===== config.mk =====
export PLATFORM = sky130hd
export DESIGN_NAME = mips_subset_alu_regfile_flat
export DESIGN_NICKNAME = d
export VERILOG_FILES = /design/src/design/msar_pkg.sv /design/src/design/msar_if.sv /design/src/design/mips_subset_alu_regfile.sv /design/src/design/msar_regfile.sv /design/src/design/msar_exec.sv /design/src/flat_wrapper.sv
export SDC_FILE = /design/constraint.sdc
export NUM_CORES = 1
export LEC_CHECK = 0
export ABC_AREA = 1
export BUFFER_PORTS_ARGS = -buffer_cell sky130_fd_sc_hd__buf_2
export CAP_MARGIN = 10
export CORE_ASPECT_RATIO = 1.5
export CORE_MARGIN = 2
export CORE_UTILIZATION = 45
export CTS_CLUSTER_DIAMETER = 150
export DETAILED_ROUTE_END_ITERATION = 8
export GPL_TIMING_DRIVEN = 0
export HOLD_SLACK_MARGIN = 0.06
export PLACE_DENSITY = 0.7
export SLEW_MARGIN = 20
export SYNTH_ARGS = -nofsm -noshare
export SYNTH_HDL_FRONTEND = slang
export SYNTH_HIERARCHICAL = 1
export SYNTH_SLANG_ARGS = --single-unit

===== constraint.sdc =====
create_clock -name clk -period 5.13 [get_ports clk]
set_input_delay 0.2565 -clock clk [delete_from_list [all_inputs] [get_ports clk]]
set_output_delay 0.2565 -clock clk [all_outputs]
set_load 0.01 [all_outputs]

===== src/design/msar_pkg.sv =====
`timescale 1ns / 1ps
// ----------------------------------------------------------------------------
// msar_pkg
// Shared constants, opcode/funct codes and types for the MIPS subset
// execute block with its 16-bit register file.
// ----------------------------------------------------------------------------
package msar_pkg;

    localparam int NUM_REGS  = 32;
    localparam int REG_AW    = (NUM_REGS > 1) ? $clog2(NUM_REGS) : 1;
    localparam int INSTR_W   = 32;
    localparam int IDX_W     = 5;
    localparam int DATA_W    = 16;
    localparam int OPC_W     = 6;
    localparam int FUNCT_W   = 6;
    localparam int SHAMT_W   = 5;

    // Opcodes
    localparam logic [OPC_W-1:0] OPC_RTYPE = 6'h00;
    localparam logic [OPC_W-1:0] OPC_ADDI  = 6'h08;
    localparam logic [OPC_W-1:0] OPC_ANDI  = 6'h0C;
    localparam logic [OPC_W-1:0] OPC_ORI   = 6'h0D;

    // R-type function codes
    localparam logic [FUNCT_W-1:0] FN_SLL = 6'h00;
    localparam logic [FUNCT_W-1:0] FN_SRA = 6'h03;
    localparam logic [FUNCT_W-1:0] FN_ADD = 6'h20;
    localparam logic [FUNCT_W-1:0] FN_SUB = 6'h22;
    localparam logic [FUNCT_W-1:0] FN_AND = 6'h24;
    localparam logic [FUNCT_W-1:0] FN_OR  = 6'h25;
    localparam logic [FUNCT_W-1:0] FN_NOR = 6'h27;

    // Register write request from the execute logic
    typedef struct packed {
        logic              wrote;
        logic [IDX_W-1:0]  dest_index;
        logic [DATA_W-1:0] dest_value;
    } exec_res_t;

    // True when a 5-bit register index names a register that exists
    function automatic logic idx_in_range(input logic [IDX_W-1:0] idx);
        return ({1'b0, idx} < (IDX_W + 1)'(NUM_REGS));
    endfunction

endpackage


===== src/design/msar_if.sv =====
`timescale 1ns / 1ps
// ----------------------------------------------------------------------------
// msar_instr_if / msar_result_if
// Valid/ready channels for instruction requests and write-back results.
// ----------------------------------------------------------------------------
interface msar_instr_if
    import msar_pkg::*;
();
    logic               valid;
    logic               ready;
    logic [INSTR_W-1:0] instruction_word;

    modport source (output valid, output instruction_word, input ready);
    modport sink   (input valid, input instruction_word, output ready);
endinterface

interface msar_result_if
    import msar_pkg::*;
();
    logic              valid;
    logic              ready;
    logic              wrote;
    logic [IDX_W-1:0]  dest_index;
    logic [DATA_W-1:0] dest_value;

    modport source (output valid, output wrote, output dest_index, output dest_value,
                    input ready);
    modport sink   (input valid, input wrote, input dest_index, input dest_value,
                    output ready);
endinterface


===== src/design/mips_subset_alu_regfile.sv =====
`timescale 1ns / 1ps
// ----------------------------------------------------------------------------
// mips_subset_alu_regfile
// Executes a MIPS R/I-type subset against 32 sixteen-bit registers.
// ----------------------------------------------------------------------------
// Usage:
//   instr  - sink channel, one 32-bit instruction word per request.
//   result - source channel, one write-back report per instruction:
//            wrote, dest_index, dest_value (all zero for an unknown code).
// Pipeline: an accepted instruction is held in an operand stage with its
//   rs/rt values read from the register file; when that stage advances, the
//   ALU result is written back and loaded into the result register, which
//   drives result.valid.
// Throughput: one instruction per cycle while result.ready is high. A result
//   written at the same edge an instruction is accepted is forwarded into its
//   operands, so dependent back-to-back instructions see the new value.
// Stalls: with result.ready low the result register holds; one more
//   instruction is accepted and parked in the operand stage, then
//   instr.ready drops until the result is taken.
// Reset (rst_n, async, active low): empties both stages; every register
//   reads as zero until it is written. No clearing pass is needed.
// ----------------------------------------------------------------------------
module mips_subset_alu_regfile
    import msar_pkg::*;
(
    input  logic            clk,
    input  logic            rst_n,
    msar_instr_if.sink      instr,
    msar_result_if.source   result
);

    logic               s1_valid_reg;
    logic               s1_valid_next;
    logic [INSTR_W-1:0] s1_instr_reg;
    logic               res_valid_reg;
    logic               res_valid_next;
    exec_res_t          res_reg;

    logic               accept;
    logic               adv;
    logic [DATA_W-1:0]  op_a;
    logic [DATA_W-1:0]  op_b;
    exec_res_t          exec_res;

    // Operand stage moves on when the result register is free or draining
    assign adv    = s1_valid_reg && (!res_valid_reg || result.ready);
    assign accept = instr.valid && instr.ready;
    assign instr.ready = !s1_valid_reg || adv;

    assign s1_valid_next  = accept ? 1'b1 : (adv ? 1'b0 : s1_valid_reg);
    assign res_valid_next = adv ? 1'b1 : (result.ready ? 1'b0 : res_valid_reg);

    msar_regfile u_regfile (
        .clk     (clk),
        .rst_n   (rst_n),
        .rd_en   (accept),
        .rs_idx  (instr.instruction_word[25:21]),
        .rt_idx  (instr.instruction_word[20:16]),
        .wr_en   (adv && exec_res.wrote),
        .wr_idx  (exec_res.dest_index),
        .wr_data (exec_res.dest_value),
        .rs_data (op_a),
        .rt_data (op_b)
    );

    msar_exec u_exec (
        .instr (s1_instr_reg),
        .a     (op_a),
        .b     (op_b),
        .res   (exec_res)
    );

    always_ff @(posedge clk or negedge rst_n)
    begin
        if (!rst_n)
        begin
            s1_valid_reg  <= 1'b0;
            res_valid_reg <= 1'b0;
        end
        else
        begin
            s1_valid_reg  <= s1_valid_next;
            res_valid_reg <= res_valid_next;
        end
    end

    always_ff @(posedge clk)
    begin
        if (accept)
        begin
            s1_instr_reg <= instr.instruction_word;
        end
        if (adv)
        begin
            res_reg <= exec_res;
        end
    end

    assign result.valid      = res_valid_reg;
    assign result.wrote      = res_reg.wrote;
    assign result.dest_index = res_reg.dest_index;
    assign result.dest_value = res_reg.dest_value;

    // A request entering the operand stage is always there the next cycle
    a_accept_fills: assert property (@(posedge clk) disable iff (!rst_n)
        accept |=> s1_valid_reg)
        else $error("accepted instruction did not reach operand stage");

    // Execution always lands in the result register
    a_adv_result: assert property (@(posedge clk) disable iff (!rst_n)
        adv |=> res_valid_reg)
        else $error("executed instruction produced no result");

    // A blocked operand stage keeps its instruction
    a_s1_hold: assert property (@(posedge clk) disable iff (!rst_n)
        (s1_valid_reg && !adv) |=> (s1_valid_reg && $stable(s1_instr_reg)))
        else $error("stalled instruction lost or changed");

    // A no-write result carries zero index and value
    a_nowrite_zero: assert property (@(posedge clk) disable iff (!rst_n)
        (res_valid_reg && !res_reg.wrote) |->
            (res_reg.dest_index == '0 && res_reg.dest_value == '0))
        else $error("no-write result with nonzero payload");

    // Never accept while both stages are full and the output is stalled
    a_no_overrun: assert property (@(posedge clk) disable iff (!rst_n)
        (s1_valid_reg && res_valid_reg && !result.ready) |-> !instr.ready)
        else $error("pipeline overrun");

endmodule


===== src/design/msar_regfile.sv =====
`timescale 1ns / 1ps
// ----------------------------------------------------------------------------
// msar_regfile
// 16-bit register file, one write port and two registered read ports.
// Per-entry valid bits make every register read as zero after reset.
// A write in the same cycle as a read of that entry is forwarded.
// ----------------------------------------------------------------------------
module msar_regfile
    import msar_pkg::*;
(
    input  logic              clk,
    input  logic              rst_n,
    input  logic              rd_en,
    input  logic [IDX_W-1:0]  rs_idx,
    input  logic [IDX_W-1:0]  rt_idx,
    input  logic              wr_en,
    input  logic [IDX_W-1:0]  wr_idx,
    input  logic [DATA_W-1:0] wr_data,
    output logic [DATA_W-1:0] rs_data,
    output logic [DATA_W-1:0] rt_data
);

    logic [DATA_W-1:0] mem [NUM_REGS];
    logic [NUM_REGS-1:0] vld_reg;
    logic [DATA_W-1:0] rs_data_reg;
    logic [DATA_W-1:0] rt_data_reg;
    logic              wr_ok;
    logic              rs_fwd;
    logic              rt_fwd;
    logic              rs_hit;
    logic              rt_hit;

    assign wr_ok  = wr_en && idx_in_range(wr_idx);
    assign rs_fwd = wr_ok && (wr_idx == rs_idx);
    assign rt_fwd = wr_ok && (wr_idx == rt_idx);
    assign rs_hit = idx_in_range(rs_idx) && vld_reg[rs_idx[REG_AW-1:0]];
    assign rt_hit = idx_in_range(rt_idx) && vld_reg[rt_idx[REG_AW-1:0]];

    always_ff @(posedge clk or negedge rst_n)
    begin
        if (!rst_n)
        begin
            vld_reg <= '0;
        end
        else if (wr_ok)
        begin
            vld_reg[wr_idx[REG_AW-1:0]] <= 1'b1;
        end
    end

    always_ff @(posedge clk)
    begin
        if (wr_ok)
        begin
            mem[wr_idx[REG_AW-1:0]] <= wr_data;
        end
        if (rd_en)
        begin
            rs_data_reg <= rs_fwd ? wr_data :
                           (rs_hit ? mem[rs_idx[REG_AW-1:0]] : '0);
            rt_data_reg <= rt_fwd ? wr_data :
                           (rt_hit ? mem[rt_idx[REG_AW-1:0]] : '0);
        end
    end

    assign rs_data = rs_data_reg;
    assign rt_data = rt_data_reg;

endmodule


===== src/design/msar_exec.sv =====
`timescale 1ns / 1ps
// ----------------------------------------------------------------------------
// msar_exec
// Decode and ALU: turns an instruction and its two operands into a
// register write request.
// ----------------------------------------------------------------------------
module msar_exec
    import msar_pkg::*;
(
    input  logic [INSTR_W-1:0] instr,
    input  logic [DATA_W-1:0]  a,
    input  logic [DATA_W-1:0]  b,
    output exec_res_t          res
);

    logic [OPC_W-1:0]   opc;
    logic [IDX_W-1:0]   rt;
    logic [IDX_W-1:0]   rd;
    logic [SHAMT_W-1:0] shamt;
    logic [FUNCT_W-1:0] funct;
    logic [DATA_W-1:0]  imm;
    logic [3:0]         sra_sh;
    logic [DATA_W-1:0]  val;
    logic [IDX_W-1:0]   dst;
    logic               ok;

    assign opc   = instr[31:26];
    assign rt    = instr[20:16];
    assign rd    = instr[15:11];
    assign shamt = instr[10:6];
    assign funct = instr[5:0];
    assign imm   = instr[15:0];

    // sra saturates at 15: beyond that every bit is the sign
    assign sra_sh = shamt[4] ? 4'hF : shamt[3:0];

    always_comb
    begin
        val = '0;
        ok  = 1'b1;
        dst = rt;
        if (opc == OPC_RTYPE)
        begin
            dst = rd;
            case (funct)
                FN_SLL:  val = shamt[4] ? '0 : (b << shamt[3:0]);
                FN_SRA:  val = DATA_W'($signed(b) >>> sra_sh);
                FN_ADD:  val = a + b;
                FN_SUB:  val = a - b;
                FN_AND:  val = a & b;
                FN_OR:   val = a | b;
                FN_NOR:  val = ~(a | b);
                default: ok = 1'b0;
            endcase
        end
        else
        begin
            case (opc)
                OPC_ADDI: val = a + imm;
                OPC_ANDI: val = a & imm;
                OPC_ORI:  val = a | imm;
                default:  ok = 1'b0;
            endcase
        end
    end

    always_comb
    begin
        if (ok && idx_in_range(dst))
        begin
            res.wrote      = 1'b1;
            res.dest_index = dst;
            res.dest_value = val;
        end
        else
        begin
            res = '0;
        end
    end

endmodule

===== src/flat_wrapper.sv =====
// flat-port wrapper written by rule: the top's interface ports become plain ports
module mips_subset_alu_regfile_flat import msar_pkg::*;
  (clk, rst_n, instr_valid, instr_instruction_word, instr_ready, result_valid, result_wrote, result_dest_index, result_dest_value, result_ready);
  msar_instr_if instr_i ();
  msar_result_if result_i ();
  input  logic clk;
  input  logic rst_n;
  input wire logic [$bits(instr_i.valid)-1:0] instr_valid;
  input wire logic [$bits(instr_i.instruction_word)-1:0] instr_instruction_word;
  output wire logic [$bits(instr_i.ready)-1:0] instr_ready;
  output wire logic [$bits(result_i.valid)-1:0] result_valid;
  output wire logic [$bits(result_i.wrote)-1:0] result_wrote;
  output wire logic [$bits(result_i.dest_index)-1:0] result_dest_index;
  output wire logic [$bits(result_i.dest_value)-1:0] result_dest_value;
  input wire logic [$bits(result_i.ready)-1:0] result_ready;
  assign instr_i.valid = instr_valid;
  assign instr_i.instruction_word = instr_instruction_word;
  assign instr_ready = instr_i.ready;
  assign result_valid = result_i.valid;
  assign result_wrote = result_i.wrote;
  assign result_dest_index = result_i.dest_index;
  assign result_dest_value = result_i.dest_value;
  assign result_i.ready = result_ready;
  mips_subset_alu_regfile u_core (.clk(clk), .rst_n(rst_n), .instr(instr_i), .result(result_i));
endmodule

==> key figures <==
Run
  – Max_cap viols: 0

GRT
  – Global-route wire length before repair: 253000 microns
  – Antenna violations before repair: 9
  – Total grt overflow: 0
  – Vias in the first global route: 33998
  – Pin count of the biggest net entering global routing: 49
  – GR Util All Layers: 0.430

Floorplanning
  – Die height: 357 microns
  – Die ar.: 85700 sq um
  – # rows: 129
  – Die W: 240 microns
  – Starting Density: 0.454
  – I/O pins: 60
  – Core box area: 82500 sq um

Route
  – DRT Pass-1 Iters: 7
  – Antenna violation net count after detailed routing: 0
  – Wire per inst: 30.5 microns
  – DRT Wirelength: 185000 microns
  – DR DRC count: 0
  – Drt via density: 5.97
  – Vias: 36171
  – Initial DRC count: 5316

Layout
  – Final Core Density: 0.516
  – Layout fillers: 7908
  – Syn-to-layout area delta: 13.5%
  – NumNets Final: 4991
  – Max reg flops: 512
  – Final Cell Area: 42600 sq um
  – Layout cells sized above 1: 0.110

Synthesis
  – Yosys warning count: 6
  – Syn Inst Count: 4716
  – Mean post-synth cell area: 7.95 sq um
  – Synthesized area: 37500 sq um
  – Syn_nets: 4804

CTS
  – Post-CTS Setup Inserts: 0
  – Clk slew on worst S/H paths: 0.06 ns
  – Inserted Clock Buffers: 66
  – Clock Latency Late Sink: 0.67 ns
  – CTS tree: done
  – Clk root buf: clkbuf_16
  – # H-tree levels: 3
  – Clk buf depth: 3
  – Clock net sink count: 627

Worst hold path
  – Worst min path class: in -> async

Timing
  – Skew final: 0.0335 ns
  – Worst-Margin Slew: 1.10 ns
  – RSZ-0062 raised after global routing: no
  – Final setup margin: 0.363 ns
  – Rel. slew slack: 0.266
  – Post-route minimum period: 4.77 ns
  – WHS: 0.247 ns
  – Final hold vios: 0
  – Tcrit/Tclk final: 0.929
  – Setup violators final: 0
  – Final Slew Violations: 0
  – Max Freq: 210 MHz

Pwr
  – Pwr Density: 297 nW/um^2
  – Leak pwr: 0.0192 uW
  – VDD IR max: 0.273 mV

Worst setup path
  – Worst Setup End Kind: flop
  – Worst EP arrival: 5.15 ns
  – Max FO, Critical Path: 18
  – WS Path Type: reg -> reg
  – Crit start category: flop
  – WP data required: 5.52 ns

Placement
  – I/O Buffers: 55
  – HPWL reported at the end of detailed placement: 140000 microns
  – Pre-CTS setup slack: 0.330 ns
  – RePlAce Congestion: 1.05
  – Dpl cell area: 40200 sq um

Outcome
  – Outcome: finished clean
==> per-stage QoR <==
stage / power (uW) / setup TNS, ns / instances
floorplan: 6930 / 0 / 4716
global placement: 7820 / -173.11 / 5884
detailed placement: 7830 / 0 / 5917
CTS: 12600 / 0 / 6060
global route: 12900 / 0 / 6060
finish: 12600 / 0 / 6062
==> layer usage <==
layer	share of wire	vias to the layer above	GRT usage
li1	-	15873	-
met1	0.32	16789	0.464
met2	0.46	2658	0.707
met3	0.10	845	0.0864
met4	0.11	6	0.401
met5	0.00024	-	0
==> area by class of cell <==
type,instances,area [sq um],share of cell area
flip-flops and latches,627,18700,0.438
clock inverters,34,354,0.00832
inverters,623,2350,0.0551
clock buffers,78,1720,0.0404
repair buffers,119,1330,0.0311
diodes,2,5.00,0.000118
plain buffers,275,1660,0.0390
well taps,1113,1390,0.0327
multi-input cells,3191,15100,0.355
==> critical path, cell delays in order (launching register included) <==
cell	delay, ns
edfxtp_1	0.49
nor2_2	0.28
nand3_1	0.47
inv_1	0.42
o21ai_0	0.22
fa_1	0.47
nand3_1	0.10
nand2_1	0.15
or2_2	0.31
nand3_1	0.10
nand3_1	0.10
nor2_1	0.15
nand2_1	0.27
nand2_1	0.16
nand2_2	0.34
buf_12	0.31
nand2_1	0.09
nand2_1	0.05
==> worst paths after layout <==
kind	startpoint	slack, ns	endpoint	cells past startpoint
hold reg to reg	u_core/u_regfile/vld_reg[13]$_DFFE_PN0P_	0.48	u_core/u_regfile/vld_reg[13]$_DFFE_PN0P_	2
max in group asynchronous	rst_n	4.37	u_core/u_regfile/vld_reg[6]$_DFFE_PN0P_	2
setup reg to reg	u_core/s1_instr_reg[4]$_DFFE_PP_	0.36	u_core/u_regfile/rt_data[4]$_DFFE_PP_	17
min in group clk	instr_instruction_word[15]	0.31	u_core/s1_instr_reg[15]$_DFFE_PP_	2
hold / removal	rst_n	0.25	u_core/u_regfile/vld_reg[20]$_DFFE_PN0P_	2
setup / recovery	u_core/s1_instr_reg[4]$_DFFE_PP_	0.36	u_core/u_regfile/rt_data[4]$_DFFE_PP_	17
==> placed cells by master (no fill, tap or decap), types with 15 or more instances in the layout <==
cell type / n
buf_6: 46
edfxtp_1: 593
dfrtp_1: 34
nand2_2: 22
a21oi_1: 49
clkbuf_1: 47
o211ai_1: 72
ha_1: 50
clkbuf_16: 67
buf_2: 205
o21ai_0: 61
nand2_1: 1572
nand3_1: 1042
buf_4: 22
nor2_4: 30
buf_12: 17
buf_1: 15
dlygate4sd3_1: 31
inv_1: 606
nor2_1: 144
or2_2: 27
o211ai_2: 31
==> report_power, final <==
part	leakage, uW	internal, uW	switching, uW
logic	0.0125	560	1560
registers	0.00568	5630	89.0
clock network	0.00101	2660	2140
total	0.0192	8860	3790
==> what timing repair did <==
item                      CTS  global route
hold endpoints to repair   63             0
hold buffers               31             0
resized for setup           0             0
(Power assumes the default switching activity.)
